[config.mk]
export PLATFORM = sky130hd
export DESIGN_NAME = output_dc_block_agc_limiter_top_flat
export DESIGN_NICKNAME = d
export VERILOG_FILES = /design/src/rtl/odagc_pkg.sv /design/src/rtl/odagc_ifs.sv /design/src/rtl/odagc_div.sv /design/src/rtl/output_dc_block_agc_limiter_top.sv /design/src/flat_wrapper.sv
export VERILOG_INCLUDE_DIRS = /design/src /design/src/rtl
export SDC_FILE = /design/constraint.sdc
export NUM_CORES = 2
export LEC_CHECK = 0
export BUFFER_PORTS_ARGS = -buffer_cell sky130_fd_sc_hd__buf_2
export CAP_MARGIN = 30
export CORE_MARGIN = 1.5
export CORE_UTILIZATION = 53
export DETAILED_ROUTE_END_ITERATION = 7
export GPL_TIMING_DRIVEN = 0
export HOLD_SLACK_MARGIN = 0.1
export PLACE_DENSITY = 0.69
export SETUP_SLACK_MARGIN = 0.05
export SLEW_MARGIN = 20
export SYNTH_ARGS = -nofsm -noshare
export SYNTH_HDL_FRONTEND = slang
export SYNTH_HIERARCHICAL = 1
export SYNTH_SLANG_ARGS = --single-unit
[constraint.sdc]
create_clock -name i_clk -period 7.6 [get_ports i_clk]
set_clock_uncertainty 0.15 [all_clocks]
set_input_delay 0 -clock i_clk [delete_from_list [all_inputs] [get_ports i_clk]]
set_output_delay 0 -clock i_clk [all_outputs]
set_load 0.01 [all_outputs]
[src/rtl/output_dc_block_agc_limiter_top_macros.svh]
// Assertion macros shared by the conditioner modules.
// Each macro expects i_clk and i_rst_n in the scope where it is used.
`ifndef OUTPUT_DC_BLOCK_AGC_LIMITER_TOP_MACROS_SVH
`define OUTPUT_DC_BLOCK_AGC_LIMITER_TOP_MACROS_SVH

`ifndef SYNTHESIS

// Same-cycle implication.
`define ODAGC_ASSERT_IMP(lbl, ante, cons, msg) \
    lbl: assert property (@(posedge i_clk) disable iff (!i_rst_n) (ante) |-> (cons)) \
        else $error(msg);

// Next-cycle implication.
`define ODAGC_ASSERT_NXT(lbl, ante, cons, msg) \
    lbl: assert property (@(posedge i_clk) disable iff (!i_rst_n) (ante) |=> (cons)) \
        else $error(msg);

`else

`define ODAGC_ASSERT_IMP(lbl, ante, cons, msg)

`define ODAGC_ASSERT_NXT(lbl, ante, cons, msg)

`endif

`endif

[src/rtl/odagc_pkg.sv]
package odagc_pkg;

    // Datapath geometry
    localparam int SAMPLE_WIDTH = 24;
    localparam int FRAC_BITS    = 16;
    localparam int COEFF_BITS   = 24;

    localparam int TARGET_W = FRAC_BITS + 1;
    localparam int OUT_W    = FRAC_BITS + 2;
    localparam int CFG_W    = (COEFF_BITS > TARGET_W) ? COEFF_BITS : TARGET_W;
    localparam int DIFF_W   = SAMPLE_WIDTH + 1;
    localparam int MUL_A_W  = DIFF_W;
    localparam int MUL_B_W  = (COEFF_BITS > TARGET_W) ? COEFF_BITS : TARGET_W;
    localparam int PROD_W   = MUL_A_W + MUL_B_W;
    localparam int NUM_W    = SAMPLE_WIDTH + TARGET_W;
    localparam int QUO_W    = FRAC_BITS + 1;
    localparam int QCNT_W   = $clog2(QUO_W);

    // Unity in Q.FRAC_BITS at sample and quotient widths
    localparam logic [SAMPLE_WIDTH-1:0] ONE_Q   = SAMPLE_WIDTH'(1) << FRAC_BITS;
    localparam logic [QUO_W-1:0]        ONE_QUO = QUO_W'(1) << FRAC_BITS;

    // Register reset values
    localparam logic [COEFF_BITS-1:0] DC_COEFF_RST      = COEFF_BITS'(190);
    localparam logic [COEFF_BITS-1:0] ATTACK_COEFF_RST  = COEFF_BITS'(75917);
    localparam logic [COEFF_BITS-1:0] RELEASE_COEFF_RST = COEFF_BITS'(1902);
    localparam logic [TARGET_W-1:0]   TARGET_LEVEL_RST  = TARGET_W'(45875);

    // Configuration register indexes
    typedef enum logic [1:0] {
        CFG_DC_COEFF      = 2'd0,
        CFG_ATTACK_COEFF  = 2'd1,
        CFG_RELEASE_COEFF = 2'd2,
        CFG_TARGET_LEVEL  = 2'd3
    } t_cfg_idx;

    // Divider status towards the sequencer
    typedef struct packed {
        logic done;
        logic sat;
    } t_div_stat;

endpackage

[src/rtl/odagc_ifs.sv]
interface odagc_in_if;
    import odagc_pkg::*;

    logic                           valid;
    logic                           ready;
    logic signed [SAMPLE_WIDTH-1:0] sample_in;

    modport source (output valid, output sample_in, input ready);
    modport sink   (input valid, input sample_in, output ready);
endinterface

interface odagc_out_if;
    import odagc_pkg::*;

    logic                    valid;
    logic                    ready;
    logic signed [OUT_W-1:0] sample_out;

    modport source (output valid, output sample_out, input ready);
    modport sink   (input valid, input sample_out, output ready);
endinterface

[src/rtl/odagc_div.sv]
`include "output_dc_block_agc_limiter_top_macros.svh"

module odagc_div (
    input  logic                                     i_clk,
    input  logic                                     i_rst_n,
    input  logic                                     i_start,
    input  logic [odagc_pkg::NUM_W-1:0]              i_num,
    input  logic [odagc_pkg::SAMPLE_WIDTH-1:0]       i_den,
    output odagc_pkg::t_div_stat                     o_stat,
    output logic [odagc_pkg::QUO_W-1:0]              o_quo
);
    import odagc_pkg::*;

    logic                    r_busy, n_busy;
    logic                    r_done, n_done;
    logic                    r_sat,  n_sat;
    logic [QCNT_W-1:0]       r_cnt,  n_cnt;
    logic [SAMPLE_WIDTH-1:0] r_den,  n_den;
    logic [SAMPLE_WIDTH-1:0] r_rem,  n_rem;
    logic [QUO_W-1:0]        r_low,  n_low;
    logic [QUO_W-1:0]        r_quo,  n_quo;

    logic [DIFF_W-1:0]       trial;
    logic [DIFF_W-1:0]       trial_sub;
    logic                    trial_ge;
    logic                    will_sat;

    // Quotient of 2^QUO_W or more saturates anyway: detect it up front
    assign will_sat = i_num >= {i_den, {QUO_W{1'b0}}};

    // One restoring step: bring down the next numerator bit, subtract if it fits
    assign trial     = {r_rem, r_low[QUO_W-1]};
    assign trial_sub = trial - {1'b0, r_den};
    assign trial_ge  = trial >= {1'b0, r_den};

    always_comb begin
        n_busy = r_busy;
        n_done = 1'b0;
        n_sat  = r_sat;
        n_cnt  = r_cnt;
        n_den  = r_den;
        n_rem  = r_rem;
        n_low  = r_low;
        n_quo  = r_quo;
        if (i_start) begin
            n_sat = will_sat;
            n_den = i_den;
            n_rem = i_num[NUM_W-1 -: SAMPLE_WIDTH];
            n_low = i_num[QUO_W-1:0];
            n_quo = '0;
            n_cnt = QCNT_W'(QUO_W - 1);
            if (will_sat) begin
                n_done = 1'b1;
            end else begin
                n_busy = 1'b1;
            end
        end else if (r_busy) begin
            n_rem = trial_ge ? trial_sub[SAMPLE_WIDTH-1:0] : trial[SAMPLE_WIDTH-1:0];
            n_low = {r_low[QUO_W-2:0], 1'b0};
            n_quo = {r_quo[QUO_W-2:0], trial_ge};
            n_cnt = r_cnt - QCNT_W'(1);
            if (r_cnt == '0) begin
                n_busy = 1'b0;
                n_done = 1'b1;
            end
        end
    end

    always_ff @(posedge i_clk) begin
        if (!i_rst_n) begin
            r_busy <= 1'b0;
            r_done <= 1'b0;
            r_sat  <= 1'b0;
        end else begin
            r_busy <= n_busy;
            r_done <= n_done;
            r_sat  <= n_sat;
        end
        r_cnt <= n_cnt;
        r_den <= n_den;
        r_rem <= n_rem;
        r_low <= n_low;
        r_quo <= n_quo;
    end

    assign o_stat.done = r_done;
    assign o_stat.sat  = r_sat;
    assign o_quo       = r_quo;

    // Checks
    `ODAGC_ASSERT_IMP(a_no_restart, i_start, !r_busy, "divider restarted while busy")
    `ODAGC_ASSERT_NXT(a_done_pulse, r_done, !r_done, "divider done held over two cycles")
    `ODAGC_ASSERT_IMP(a_rem_below_den, r_busy, r_rem < r_den, "partial remainder reached divisor")

endmodule

[src/rtl/output_dc_block_agc_limiter_top.sv]
// Channel     Dir  Payload                      Handshake
// i_smp       in   sample_in  (24b signed)      valid/ready
// o_smp       out  sample_out (18b signed Q1.16) valid/ready
// i_cfg_*     in   idx 2b, data 24b             write enable, no stall
//
// One sample at a time: the next sample is accepted only after the eight
// sequencer steps around the shared 25x24 multiplier, the 17 restoring steps
// of the divider and the done, output and idle states; a saturating quotient
// skips the divide steps.
// Synchronous active-low reset: registers to reset values, DC 0, envelope 1.0.
// A result waits in the output register; the next sample is taken meanwhile, and
// the sequencer stalls only when a second result is ready before the first leaves.
`include "output_dc_block_agc_limiter_top_macros.svh"

module output_dc_block_agc_limiter_top (
    input  logic                             i_clk,
    input  logic                             i_rst_n,
    odagc_in_if.sink                         i_smp,
    odagc_out_if.source                      o_smp,
    input  logic                             i_cfg_we,
    input  odagc_pkg::t_cfg_idx              i_cfg_idx,
    input  logic [odagc_pkg::CFG_W-1:0]      i_cfg_data
);
    import odagc_pkg::*;

    typedef enum logic [3:0] {
        S_IDLE,
        S_DC_MUL,
        S_DC_UPD,
        S_ENV_ABS,
        S_ENV_DIFF,
        S_ENV_MUL,
        S_ENV_UPD,
        S_GAIN_MUL,
        S_DIV_START,
        S_DIV_WAIT,
        S_OUT
    } t_state;

    t_state                  r_state, n_state;

    // Configuration registers
    logic [COEFF_BITS-1:0]   r_dc_coeff,  n_dc_coeff;
    logic [COEFF_BITS-1:0]   r_att_coeff, n_att_coeff;
    logic [COEFF_BITS-1:0]   r_rel_coeff, n_rel_coeff;
    logic [TARGET_W-1:0]     r_target,    n_target;

    // Tracker state
    logic [SAMPLE_WIDTH-1:0] r_dc,  n_dc;
    logic [SAMPLE_WIDTH-1:0] r_env, n_env;

    // Working registers
    logic [SAMPLE_WIDTH-1:0] r_x,    n_x;
    logic [DIFF_W-1:0]       r_mag,  n_mag;
    logic                    r_dir,  n_dir;
    logic                    r_att,  n_att;
    logic [SAMPLE_WIDTH-1:0] r_a,    n_a;
    logic                    r_neg,  n_neg;
    logic [PROD_W-1:0]       r_prod, n_prod;
    logic [QUO_W-1:0]        r_q,    n_q;
    logic                    r_ov,   n_ov;
    logic [OUT_W-1:0]        r_y,    n_y;

    // Shared multiplier operands
    logic [MUL_A_W-1:0]      mul_a;
    logic [MUL_B_W-1:0]      mul_b;
    logic [PROD_W-1:0]       mul_p;

    logic [DIFF_W-1:0]       step;
    logic [DIFF_W-1:0]       in_diff;
    logic [DIFF_W-1:0]       dc_sum;
    logic [DIFF_W-1:0]       d_val;
    logic [DIFF_W-1:0]       d_abs;
    logic [DIFF_W-1:0]       env_sum;
    logic [QUO_W-1:0]        q_sat;
    logic                    out_free;

    t_div_stat               div_stat;
    logic [QUO_W-1:0]        div_quo;
    logic                    div_start;

    assign i_smp.ready      = (r_state == S_IDLE);
    assign o_smp.valid      = r_ov;
    assign o_smp.sample_out = r_y;

    assign out_free  = !r_ov || o_smp.ready;
    assign div_start = (r_state == S_DIV_START);

    // Operand select for the shared multiplier
    always_comb begin
        unique case (r_state)
            S_DC_MUL: begin
                mul_a = r_mag;
                mul_b = MUL_B_W'(r_dc_coeff);
            end
            S_ENV_MUL: begin
                mul_a = r_mag;
                mul_b = r_att ? MUL_B_W'(r_att_coeff) : MUL_B_W'(r_rel_coeff);
            end
            default: begin
                mul_a = {1'b0, r_a};
                mul_b = MUL_B_W'(r_target);
            end
        endcase
    end

    assign mul_p = PROD_W'(mul_a) * PROD_W'(mul_b);
    assign step  = r_prod[COEFF_BITS +: DIFF_W];

    // Signed differences in one extra bit
    assign in_diff = {i_smp.sample_in[SAMPLE_WIDTH-1], i_smp.sample_in}
                   - {r_dc[SAMPLE_WIDTH-1], r_dc};
    assign dc_sum  = r_dir ? ({r_dc[SAMPLE_WIDTH-1], r_dc} + step)
                           : ({r_dc[SAMPLE_WIDTH-1], r_dc} - step);
    assign d_val   = {r_x[SAMPLE_WIDTH-1], r_x} - {r_dc[SAMPLE_WIDTH-1], r_dc};
    assign d_abs   = d_val[DIFF_W-1] ? (DIFF_W'(0) - d_val) : d_val;
    assign env_sum = r_dir ? ({1'b0, r_env} + step) : ({1'b0, r_env} - step);

    // Clamp the quotient to unity
    assign q_sat = (div_stat.sat || (div_quo > ONE_QUO)) ? ONE_QUO : div_quo;

    always_comb begin
        n_state     = r_state;
        n_dc_coeff  = r_dc_coeff;
        n_att_coeff = r_att_coeff;
        n_rel_coeff = r_rel_coeff;
        n_target    = r_target;
        n_dc        = r_dc;
        n_env       = r_env;
        n_x         = r_x;
        n_mag       = r_mag;
        n_dir       = r_dir;
        n_att       = r_att;
        n_a         = r_a;
        n_neg       = r_neg;
        n_prod      = r_prod;
        n_q         = r_q;
        n_ov        = r_ov;
        n_y         = r_y;

        // Register writes
        if (i_cfg_we) begin
            unique case (i_cfg_idx)
                CFG_DC_COEFF:      n_dc_coeff  = i_cfg_data[COEFF_BITS-1:0];
                CFG_ATTACK_COEFF:  n_att_coeff = i_cfg_data[COEFF_BITS-1:0];
                CFG_RELEASE_COEFF: n_rel_coeff = i_cfg_data[COEFF_BITS-1:0];
                CFG_TARGET_LEVEL:  n_target    = i_cfg_data[TARGET_W-1:0];
            endcase
        end

        // Drop the result once taken
        if (r_ov && o_smp.ready) begin
            n_ov = 1'b0;
        end

        unique case (r_state)
            S_IDLE: begin
                if (i_smp.valid) begin
                    n_x     = i_smp.sample_in;
                    n_dir   = !in_diff[DIFF_W-1];
                    n_mag   = in_diff[DIFF_W-1] ? (DIFF_W'(0) - in_diff) : in_diff;
                    n_state = S_DC_MUL;
                end
            end
            S_DC_MUL: begin
                n_prod  = mul_p;
                n_state = S_DC_UPD;
            end
            S_DC_UPD: begin
                n_dc    = dc_sum[SAMPLE_WIDTH-1:0];
                n_state = S_ENV_ABS;
            end
            S_ENV_ABS: begin
                n_neg   = d_val[DIFF_W-1];
                n_a     = d_abs[SAMPLE_WIDTH-1:0];
                n_state = S_ENV_DIFF;
            end
            S_ENV_DIFF: begin
                n_dir   = r_a >= r_env;
                n_att   = r_a > r_env;
                n_mag   = (r_a >= r_env) ? ({1'b0, r_a} - {1'b0, r_env})
                                         : ({1'b0, r_env} - {1'b0, r_a});
                n_state = S_ENV_MUL;
            end
            S_ENV_MUL: begin
                n_prod  = mul_p;
                n_state = S_ENV_UPD;
            end
            S_ENV_UPD: begin
                priority if (env_sum[DIFF_W-1]) begin
                    n_env = '1;
                end else if (env_sum[SAMPLE_WIDTH-1:0] < ONE_Q) begin
                    n_env = ONE_Q;
                end else begin
                    n_env = env_sum[SAMPLE_WIDTH-1:0];
                end
                n_state = S_GAIN_MUL;
            end
            S_GAIN_MUL: begin
                n_prod  = mul_p;
                n_state = S_DIV_START;
            end
            S_DIV_START: begin
                n_state = S_DIV_WAIT;
            end
            S_DIV_WAIT: begin
                if (div_stat.done) begin
                    n_q     = q_sat;
                    n_state = S_OUT;
                end
            end
            S_OUT: begin
                // Hold until the output register is free
                if (out_free) begin
                    n_y     = r_neg ? (OUT_W'(0) - OUT_W'(r_q)) : OUT_W'(r_q);
                    n_ov    = 1'b1;
                    n_state = S_IDLE;
                end
            end
            default: n_state = S_IDLE;
        endcase
    end

    always_ff @(posedge i_clk) begin
        if (!i_rst_n) begin
            r_state     <= S_IDLE;
            r_dc_coeff  <= DC_COEFF_RST;
            r_att_coeff <= ATTACK_COEFF_RST;
            r_rel_coeff <= RELEASE_COEFF_RST;
            r_target    <= TARGET_LEVEL_RST;
            r_dc        <= '0;
            r_env       <= ONE_Q;
            r_ov        <= 1'b0;
        end else begin
            r_state     <= n_state;
            r_dc_coeff  <= n_dc_coeff;
            r_att_coeff <= n_att_coeff;
            r_rel_coeff <= n_rel_coeff;
            r_target    <= n_target;
            r_dc        <= n_dc;
            r_env       <= n_env;
            r_ov        <= n_ov;
        end
        r_x    <= n_x;
        r_mag  <= n_mag;
        r_dir  <= n_dir;
        r_att  <= n_att;
        r_a    <= n_a;
        r_neg  <= n_neg;
        r_prod <= n_prod;
        r_q    <= n_q;
        r_y    <= n_y;
    end

    // Divide the gained magnitude by the envelope
    odagc_div u_div (
        .i_clk   (i_clk),
        .i_rst_n (i_rst_n),
        .i_start (div_start),
        .i_num   (r_prod[NUM_W-1:0]),
        .i_den   (r_env),
        .o_stat  (div_stat),
        .o_quo   (div_quo)
    );

    // Checks
    `ODAGC_ASSERT_NXT(a_one_at_a_time, i_smp.valid && i_smp.ready, !i_smp.ready, "sample taken while busy")
    `ODAGC_ASSERT_IMP(a_env_floor, 1'b1, r_env >= ONE_Q, "envelope fell below unity")
    `ODAGC_ASSERT_IMP(a_out_bound, r_ov, (r_y == OUT_W'(ONE_QUO)) || (r_y == (OUT_W'(0) - OUT_W'(ONE_QUO))) || (r_y[OUT_W-1] == r_y[OUT_W-2]), "result beyond unity")
    `ODAGC_ASSERT_IMP(a_done_in_wait, div_stat.done, r_state == S_DIV_WAIT, "divider finished outside wait")

endmodule

[src/flat_wrapper.sv]
// flat-port wrapper written by rule: the top's interface ports become plain ports
module output_dc_block_agc_limiter_top_flat import odagc_pkg::*;
  (i_clk, i_rst_n, i_cfg_we, i_cfg_idx, i_cfg_data, i_smp_valid, i_smp_sample_in, i_smp_ready, o_smp_valid, o_smp_sample_out, o_smp_ready);
  odagc_in_if i_smp_i ();
  odagc_out_if o_smp_i ();
  input  logic i_clk;
  input  logic i_rst_n;
  input  logic i_cfg_we;
  input  odagc_pkg::t_cfg_idx i_cfg_idx;
  input  logic [odagc_pkg::CFG_W-1:0] i_cfg_data;
  input wire logic [$bits(i_smp_i.valid)-1:0] i_smp_valid;
  input wire logic [$bits(i_smp_i.sample_in)-1:0] i_smp_sample_in;
  output wire logic [$bits(i_smp_i.ready)-1:0] i_smp_ready;
  output wire logic [$bits(o_smp_i.valid)-1:0] o_smp_valid;
  output wire logic [$bits(o_smp_i.sample_out)-1:0] o_smp_sample_out;
  input wire logic [$bits(o_smp_i.ready)-1:0] o_smp_ready;
  assign i_smp_i.valid = i_smp_valid;
  assign i_smp_i.sample_in = i_smp_sample_in;
  assign i_smp_ready = i_smp_i.ready;
  assign o_smp_valid = o_smp_i.valid;
  assign o_smp_sample_out = o_smp_i.sample_out;
  assign o_smp_i.ready = o_smp_ready;
  output_dc_block_agc_limiter_top u_core (.i_clk(i_clk), .i_rst_n(i_rst_n), .i_smp(i_smp_i), .o_smp(o_smp_i), .i_cfg_we(i_cfg_we), .i_cfg_idx(i_cfg_idx), .i_cfg_data(i_cfg_data));
endmodule
==> flow_metrics.py <==
metrics = {
    "setup_path": {
        "cp_common_cell": "fa_1",
        "r2r_slack_ns": -0.80,
        "worstPathArrival_ns": 8.64,
        "startpoint_type": "flop",
        "crit_fanout": 10,
        "crit_type": "reg2reg",
        "r2r_end": "u_core/r_prod[41]",
        "worst_setup_path_end_kind": "flop",
        "slowest_stage": "fa_1",
        "reg2regPathDepth": 31,
        "r2r_start": "u_core/r_state[3]",
        "slowest_delay_ns": 0.64,
        "crit_required_ns": 7.84,
        "cp-startpoint": "u_core/r_state[3]",
    },
    "die": {
        "dieHeight_um": 296.9,
        "io_pins": 75,
        "die-area_um2": 88120,
        "initial_utilization": 0.5358,
        "dieWidth_um": 296.9,
        "core_area_um2": 85410,
        "rows": 107,
    },
    "grt": {
        "grt_pass1_wl_um": 234500,
        "grt_max_degree": 27,
        "grtUsageMet3": 0.06773,
        "track_usage": 0.3484,
        "grtUsageMet1": 0.4552,
        "grt-ovfl-total": 0,
        "antenna_found_initial": 3,
        "grt.met2_usage": 0.5584,
        "first_global_vias": 39470,
        "top_usage_layer": "met2",
    },
    "synthesis": {
        "async_flop_share": 0,
        "synth_cells": 5224,
        "synth_edf_count": 225,
        "mappedNetlistNets": 6161,
        "yosysUniqueCellTypes": 107,
        "synth_seq_area_share": 0.2207,
        "synth_simple_gate_area_frac": 0.1558,
        "synth_xor_area_frac": 0.04497,
        "muxShareOfSynthArea": 0.02928,
        "synth_top_family_by_area": "adder cells",
        "synth_compound_area_frac": 0.1413,
        "yosys_most_used_dff": "edfxtp_1",
        "postSynthAreaPerCell_um2": 8.761,
        "ys_ff_latch": 392,
        "yosys_warnings": 6,
        "synthAdderAreaFrac": 0.3250,
        "synth_area_um2": 45770,
    },
    "sta": {
        "hold-worst-slack_ns": 0.1241,
        "max_clock_freq_mhz": 119.1,
        "min_period_ns": 8.400,
        "setup_viol": 26,
        "setup_slack_ns": -0.7996,
        "fin_crit_sh": 1.105,
        "worstMarginPinSlew_ns": 0.9455,
        "hold_viol": 0,
        "max_slew_margin": 0.3638,
        "maxSlewViolCount": 0,
        "rsz0062_at_grt": "yes",
    },
    "route": {
        "initialDrtViolationCount": 3651,
        "postRouteAntennaNets": 0,
        "wl_per_cell_um": 23.00,
        "vias": 40100,
        "wl_um": 156400,
        "vias_per_cell": 5.897,
        "dr.pass1.iters": 5,
        "drc": 0,
    },
    "clock_tree": {
        "numClockSinks": 392,
        "cts-root-buf": "clkbuf_16",
        "cts_tree": "built",
        "ctsLongestPathBuffers": 3,
        "cts_max_level": 2,
        "clkSlewWorstSetupHoldPaths_ns": 0.06,
        "worstSkewPairLatency_ns": 0.62,
        "cts_buffers": 45,
    },
    "run": {
        "max-cap-violations": 0,
    },
    "place": {
        "io_buffers": 73,
        "hpwl_um": 121900,
        "place_ws_ns": -2.109,
        "dp_cells": 6461,
        "gp_congestion": 1.021,
    },
    "final_layout": {
        "drive_gt1_frac": 0.1386,
        "nNetsFinal": 6556,
        "mostFrequentLayoutCell": "inv_1",
        "final_cell_mix": "inv_1 (746), nand2_1 (695), fa_1 (494)",
        "largest_register_ffs": 49,
        "top_regs": "u_core/r_prod (49), u_core/r_mag (25)",
        "n_fill_cell": 7109,
        "instances_no_fill": 6801,
        "top_register": "u_core/r_prod",
        "area_growth_pct": 18.82,
    },
    "run_status": {
        "violations": "negative setup slack",
        "status": "finished, violations left",
    },
    "worst_hold_path": {
        "min_path_type": "in2reg",
        "holdPathStages": 4,
        "hold_start": "i_cfg_data[11]",
        "min_to": "u_core/r_rel_coeff[11]",
    },
}
## worst max-delay path, delay by kind of cell, from the launching register on
kind	cells	cell delay, ns
compound gates	7	1.48
xor+xnor	1	0.31
fa+ha+maj	8	3.89
buf+inv	9	1.11
flops	1	0.36
mux	1	0.21
simple gates	5	0.63
## per-stage QoR
stage	cell area (um2)	setup TNS (ns)	util
global route	54370	-14.82	0.6366
detailed placement	48450	-44.72	0.5673
CTS	53740	-8.577	0.6292
global placement	48150	-89.37	0.5637
floorplan	46350	0	-
finish	54380	-10.36	0.6366
## how the worst max path moves through the flow
stage | to | slack, ns | depth (start not counted)
floorplan | u_core/r_prod[34] | 0.06 | 30
global placement | u_core/r_prod[40] | -2.09 | 28
detailed placement | u_core/r_prod[48] | -2.11 | 28
CTS | u_core/r_prod[41] | -0.66 | 35
global route | u_core/r_prod[41] | -0.92 | 31
finish | u_core/r_prod[41] | -0.80 | 31
## routing by layer
metal  vias up  share of wire  wire length, um
met5         -       0.000077               12
met4         2          0.054             8423
met3       437          0.090            14080
met2      1880           0.45            71020
met1     19700           0.40            62860
li1      18080              -                -
## cell families after synthesis
logic type | count (synthesis)
buffers and inverters | 990
AND/OR/NAND/NOR | 1615
XOR/XNOR | 232
adder cells (fa/ha/maj) | 882
multiplexers | 130
AO/OA/AOI/OAI | 983
flip-flops | 392
## synth_stat cells (all sizes together) (102+ instances only)
master	number	share of area
fa	511	0.22
ha	371	0.10
dfxtp	167	0.073
a21oi	251	0.028
nor2	475	0.039
nand2	701	0.058
clkbuf	189	0.016
mux2i	102	0.022
xnor2	142	0.028
inv	762	0.062
o21ai	226	0.025
edfxtp	225	0.15
## area by class of cell
cell class,count,area [um2],share of cell area
Antenna cell,2,5.005,0.00009204
Buffer,222,1713,0.03150
Clock buffer,65,1345,0.02474
Clock inverter,18,176.4,0.003244
Inverter,763,2874,0.05285
Multi-Input combinational cell,3842,33540,0.6169
Sequential cell,392,10110,0.1859
Tap cell,1144,1431,0.02632
Timing Repair Buffer,353,3177,0.05842
## what timing repair did
action | CTS | global route
endpoints found under the hold margin | 174 | 0
pin swaps | 85 | 78
setup buffers | 113 | 34
gates cloned | 6 | 3
hold buffers | 109 | 0
gates resized for setup | 390 | 100
setup endpoints to repair | 35 | 30
Power is not shown: default switching activity piles up to over one toggle a cycle in this logic, so the estimate is an artifact.
